## config.mk

```make
export PLATFORM = sky130hd
export DESIGN_NAME = rbse_advance
export DESIGN_NICKNAME = d
export VERILOG_FILES = /design/src/hw/rtl/assert_macros.svh /design/src/hw/rtl/rbse_advance.sv
export SDC_FILE = /design/constraint.sdc
export NUM_CORES = 2
export LEC_CHECK = 0
export ABC_AREA = 1
export ABC_CLOCK_PERIOD_IN_PS = 12900
export BUFFER_PORTS_ARGS = -buffer_cell sky130_fd_sc_hd__buf_2
export CORE_ASPECT_RATIO = 1.2
export CORE_MARGIN = 10
export CORE_UTILIZATION = 45
export CTS_CLUSTER_SIZE = 10
export DETAILED_ROUTE_END_ITERATION = 12
export PLACE_DENSITY = 0.71
export SLEW_MARGIN = 5
export SYNTH_ARGS = -nofsm -noshare
export SYNTH_HDL_FRONTEND = slang
export SYNTH_SLANG_ARGS = --single-unit
```

## constraint.sdc

```tcl
create_clock -name clk -period 12.9 [get_ports clk]
set_input_delay 1.29 -clock clk [delete_from_list [all_inputs] [get_ports clk]]
set_output_delay 1.29 -clock clk [all_outputs]
set_load 0.02 [all_outputs]
```

## src/hw/rtl/assert_macros.svh

```systemverilog
// ----------------------------------------------------------------------------
// assert_macros.svh
// Assertion macros shared by the ray box entry RTL.
// ----------------------------------------------------------------------------
`ifndef ASSERT_MACROS_SVH
`define ASSERT_MACROS_SVH

`ifndef SYNTHESIS
// Same-cycle implication, disabled while reset is asserted.
`define RBSE_ASSERT_IMPL(lbl, clk_s, rstn_s, ante, cons, msg) \
  lbl: assert property (@(posedge clk_s) disable iff (!rstn_s) (ante) |-> (cons)) \
    else $error(msg);
// Next-cycle implication, disabled while reset is asserted.
`define RBSE_ASSERT_NEXT(lbl, clk_s, rstn_s, ante, cons, msg) \
  lbl: assert property (@(posedge clk_s) disable iff (!rstn_s) (ante) |=> (cons)) \
    else $error(msg);
`else
`define RBSE_ASSERT_IMPL(lbl, clk_s, rstn_s, ante, cons, msg)
`define RBSE_ASSERT_NEXT(lbl, clk_s, rstn_s, ante, cons, msg)
`endif

`endif

```

## src/hw/rtl/rbse_advance.sv

```systemverilog
// ----------------------------------------------------------------------------
// rbse_advance
// Moves one coordinate along the ray: pos + floor(t * dir / 2^FB), saturated.
// Two stages: multiply, then shift, add and saturate.
// ----------------------------------------------------------------------------
module rbse_advance #(
  parameter int CW = 32,
  parameter int FB = 16
) (
  input  logic                 clk,
  input  logic signed [CW-1:0] pos_i,
  input  logic signed [CW-1:0] t_i,
  input  logic signed [CW-1:0] dir_i,
  output logic signed [CW-1:0] res_o
);

  localparam logic signed [2*CW:0] SMAX = {{(CW+2){1'b0}}, {(CW-1){1'b1}}};
  localparam logic signed [2*CW:0] SMIN = {{(CW+2){1'b1}}, {(CW-1){1'b0}}};

  logic signed [2*CW-1:0] prod_r;
  logic signed [CW-1:0]   pos_r;

  // Product stage.
  always_ff @(posedge clk) begin
    prod_r <= t_i * dir_i;
    pos_r  <= pos_i;
  end

  // Arithmetic shift gives the floor; then add and clamp.
  logic signed [2*CW-1:0] sh;
  logic signed [2*CW:0]   sum;
  logic signed [CW-1:0]   res_nxt;

  always_comb begin
    sh  = prod_r >>> FB;
    sum = $signed({{(CW+1){pos_r[CW-1]}}, pos_r}) + $signed({sh[2*CW-1], sh});
    if (sum > SMAX) begin
      res_nxt = {1'b0, {(CW-1){1'b1}}};
    end else if (sum < SMIN) begin
      res_nxt = {1'b1, {(CW-1){1'b0}}};
    end else begin
      res_nxt = sum[CW-1:0];
    end
  end

  logic signed [CW-1:0] res_r;

  always_ff @(posedge clk) begin
    res_r <= res_nxt;
  end

  assign res_o = res_r;

endmodule

```

==> results.md <==
* CP dominant cell by count: fa_1
* Hold Crit Start: pos_r[0]$_DFF_P_
* Clock-pin slew on the worst setup and hold paths at 0.08 ns
* DIE HEIGHT at 363 um
* # IOs at between 100 and 150
* Area grow syn2layout at 4.24%
* Count of cell types in the netlist at 38
* Arrival time worst endpoint at between 9 and 10 ns
* Reg-to-reg slack, setup at around 9 ns
* MaxCap Viol Count at 0
* CP Buf/Inv Count at 7
* Total die area at ~0.11 sq mm
* Gr ovfl total at 0
* Post-route ant nets at 0
* Hold WC Path Type: reg -> reg
* Synth Warn # at 0
* Register area at 0.00224 sq mm
* FF+latch count, synth at 112
* Syn nets at approximately 7100
* Layout cells sized above 1 at approximately 3.8%
* Final Cycle Share at 69.9%
* Drt via density at between 5 and 6
* Largest stage delay, worst path at 0.95 ns
* Slew HR at roughly 33%
* CP max stage cell: fa_1
* Area leader, netlist: fa_1
* Clk_lat worst skew at 0.38 ns
* Number of CTS-inserted buffers at 9
* Fmax at 0.111 GHz
* Worst clock skew at 0.0188 ns
* Minimum clock period at around 9.0 ns
* Netlist Area Pre-Place at roughly 0.044 sq mm
* Core area at around 0.097 sq mm
* Deepest clock path buffer count at 2
* Via count of the routed design at 35107
* R2R cell count at 17
* Post-Route WL at ~130 mm
* Placer Congestion at around 0.96
* GRT Overall Usage at about 23%
* Wire per inst at about 18 um
* CP Depth at 25
* Crit path from: dir_i[8]
* Initial cell density of the core at 45.5%
* Share of the synthesized area in the top cell type at approximately half
* Synthesized area per cell at around 7.7 sq um
* Post-synth ARST share at 0%
* Seq/Total Area, Yosys at between 5 and 6%
* Drt first-iter violations at approximately 2300
* Most frequent cell after synthesis: inv_1
* Final Max Slew Viols at 0
* Setup crit end kind: flip-flop
* # resized after CTS at 0
* Top delay family on crit path: adder cells
* Top_reg_cell synth: dfxtp_1
* Row cnt at roughly 130
* Final setup viols at 0
* Synth area leaders: fa_1 (49%), inv_1 (15%), nand2_1 (14%)
* Final hold viol count at 0
* Worst-Margin Slew at approximately 1.0 ns
* Setup TNS at 0 ns
* Worst-path maximum fanout at 32
* Cts hold-fix bufs at 0
* Unrepaired setup endpoints after global routing: no
* Die width at 306 um
* Nets at 7077
* Post-route DRC violation count at 0
* Initial antenna violation count at 12
* Clk sink count at ~110
* Global-route wire length before repair at a little over 200 mm
* Run status: finished, final reports clean
* Post-CTS Setup Inserts at 0
* WHS Path Cells at 3
* Root Driver: clkbuf_16
* Critical Path RT at 13.17 ns
* Worst setup SP type: input port
* Largest net degree at the start of global routing at 33
* Via count of the first global-routing pass at 38475
* 1st-pass router iterations at 6
* Post-synth top cells: inv_1 (1766), nand2_1 (1613), fa_1 (1082), ha_1 (228), clkbuf_1 (192)
* Input/output buffers at between 100 and 150
* Reg2reg start: pos_r[31]$_DFF_P_
* Area of the multi-input gates at approximately 0.034 sq mm
* Crit Path Class: in -> reg
* H-tree level count at 3
* Cells after Synth at between 5000 and 6000
* EDFF count, synth at 0
* Fillers at roughly 9500
* TritonCTS clock tree: done
* Hpwl dp at around 110 mm
[stage by stage]
step / hold WS, ns / utilization, % / worst slack, ns / std cells / area (sq um)
5_1_grt: 0.602 / 47.4 / 3.38 / 6950 / 46000
3_3_place_gp: 0.575 / 47.1 / 3.56 / 6929 / 45700
4_1_cts: 0.579 / 47.4 / 3.87 / 6945 / 46000
2_1_floorplan: 0.514 / - / 4.79 / 5711 / 44200
6_report: 0.575 / 47.4 / 3.89 / 6951 / 46000
3_5_place_dp: 0.560 / 47.1 / 3.51 / 6929 / 45700
[routing by layer]
metal	global-route usage (%)	share of wire (%)	up-vias
li1	-	-	15841
met3	3.34	6.9	390
met4	10.1	5.1	10
met2	41.3	50	1405
met1	26.8	38	17461
met5	0	0.060	-
[cells in the final DEF (no fill, tap or decap), drive strengths merged, types with 14 or more instances in the layout]
cell and instances:
a21oi 133, a31oi 20, buf 146, dfxtp 112
fa 1082, ha 228, inv 1774, nand2 1626
nand3 60, nand4 32, nor2 208, nor3 25
o21a 14, o21ai 66, xnor2 33, xor2 55
[logic make-up after synthesis]
kind of cell	share of synthesized area [%]
adder cells (fa/ha/maj)	55.5
XOR/XNOR	1.74
AO/OA/AOI/OAI	3.20
AND/OR/NAND/NOR	17.6
buffers and inverters	16.9
flip-flops	5.08
[registers in the layout, indices dropped and copies added, names as in the netlist]
name	flops
pos_r	32
prod_r	48
res_o	32
[final timing paths]
check                              to
setup / recovery   prod_r[62]$_DFF_P_
hold / removal    res_o[0]$_SDFF_PN1_
setup reg to reg  res_o[4]$_SDFF_PN1_
hold reg to reg   res_o[0]$_SDFF_PN1_
[worst min-delay path, delay by kind of cell, from the launching register on]
kind                       cells  cell delay [ns]
and+or+nand+nor                2             0.11
DFF                            1             0.33
adders and majority gates      1             0.12
[layout make-up]
type	instances	area share (%)
Antenna cell	6	0.0326
Clock buffer	9	0.489
Clock inverter	7	0.141
Inverter	1772	14.4
Multi-Input combinational cell	3629	74.9
Sequential cell	112	4.87
Tap cell	1270	3.45
Timing Repair Buffer	146	1.68
Power is left out: the tool's default activity adds up to more than one toggle a clock period on the data nets, which glitch-free logic cannot reach.
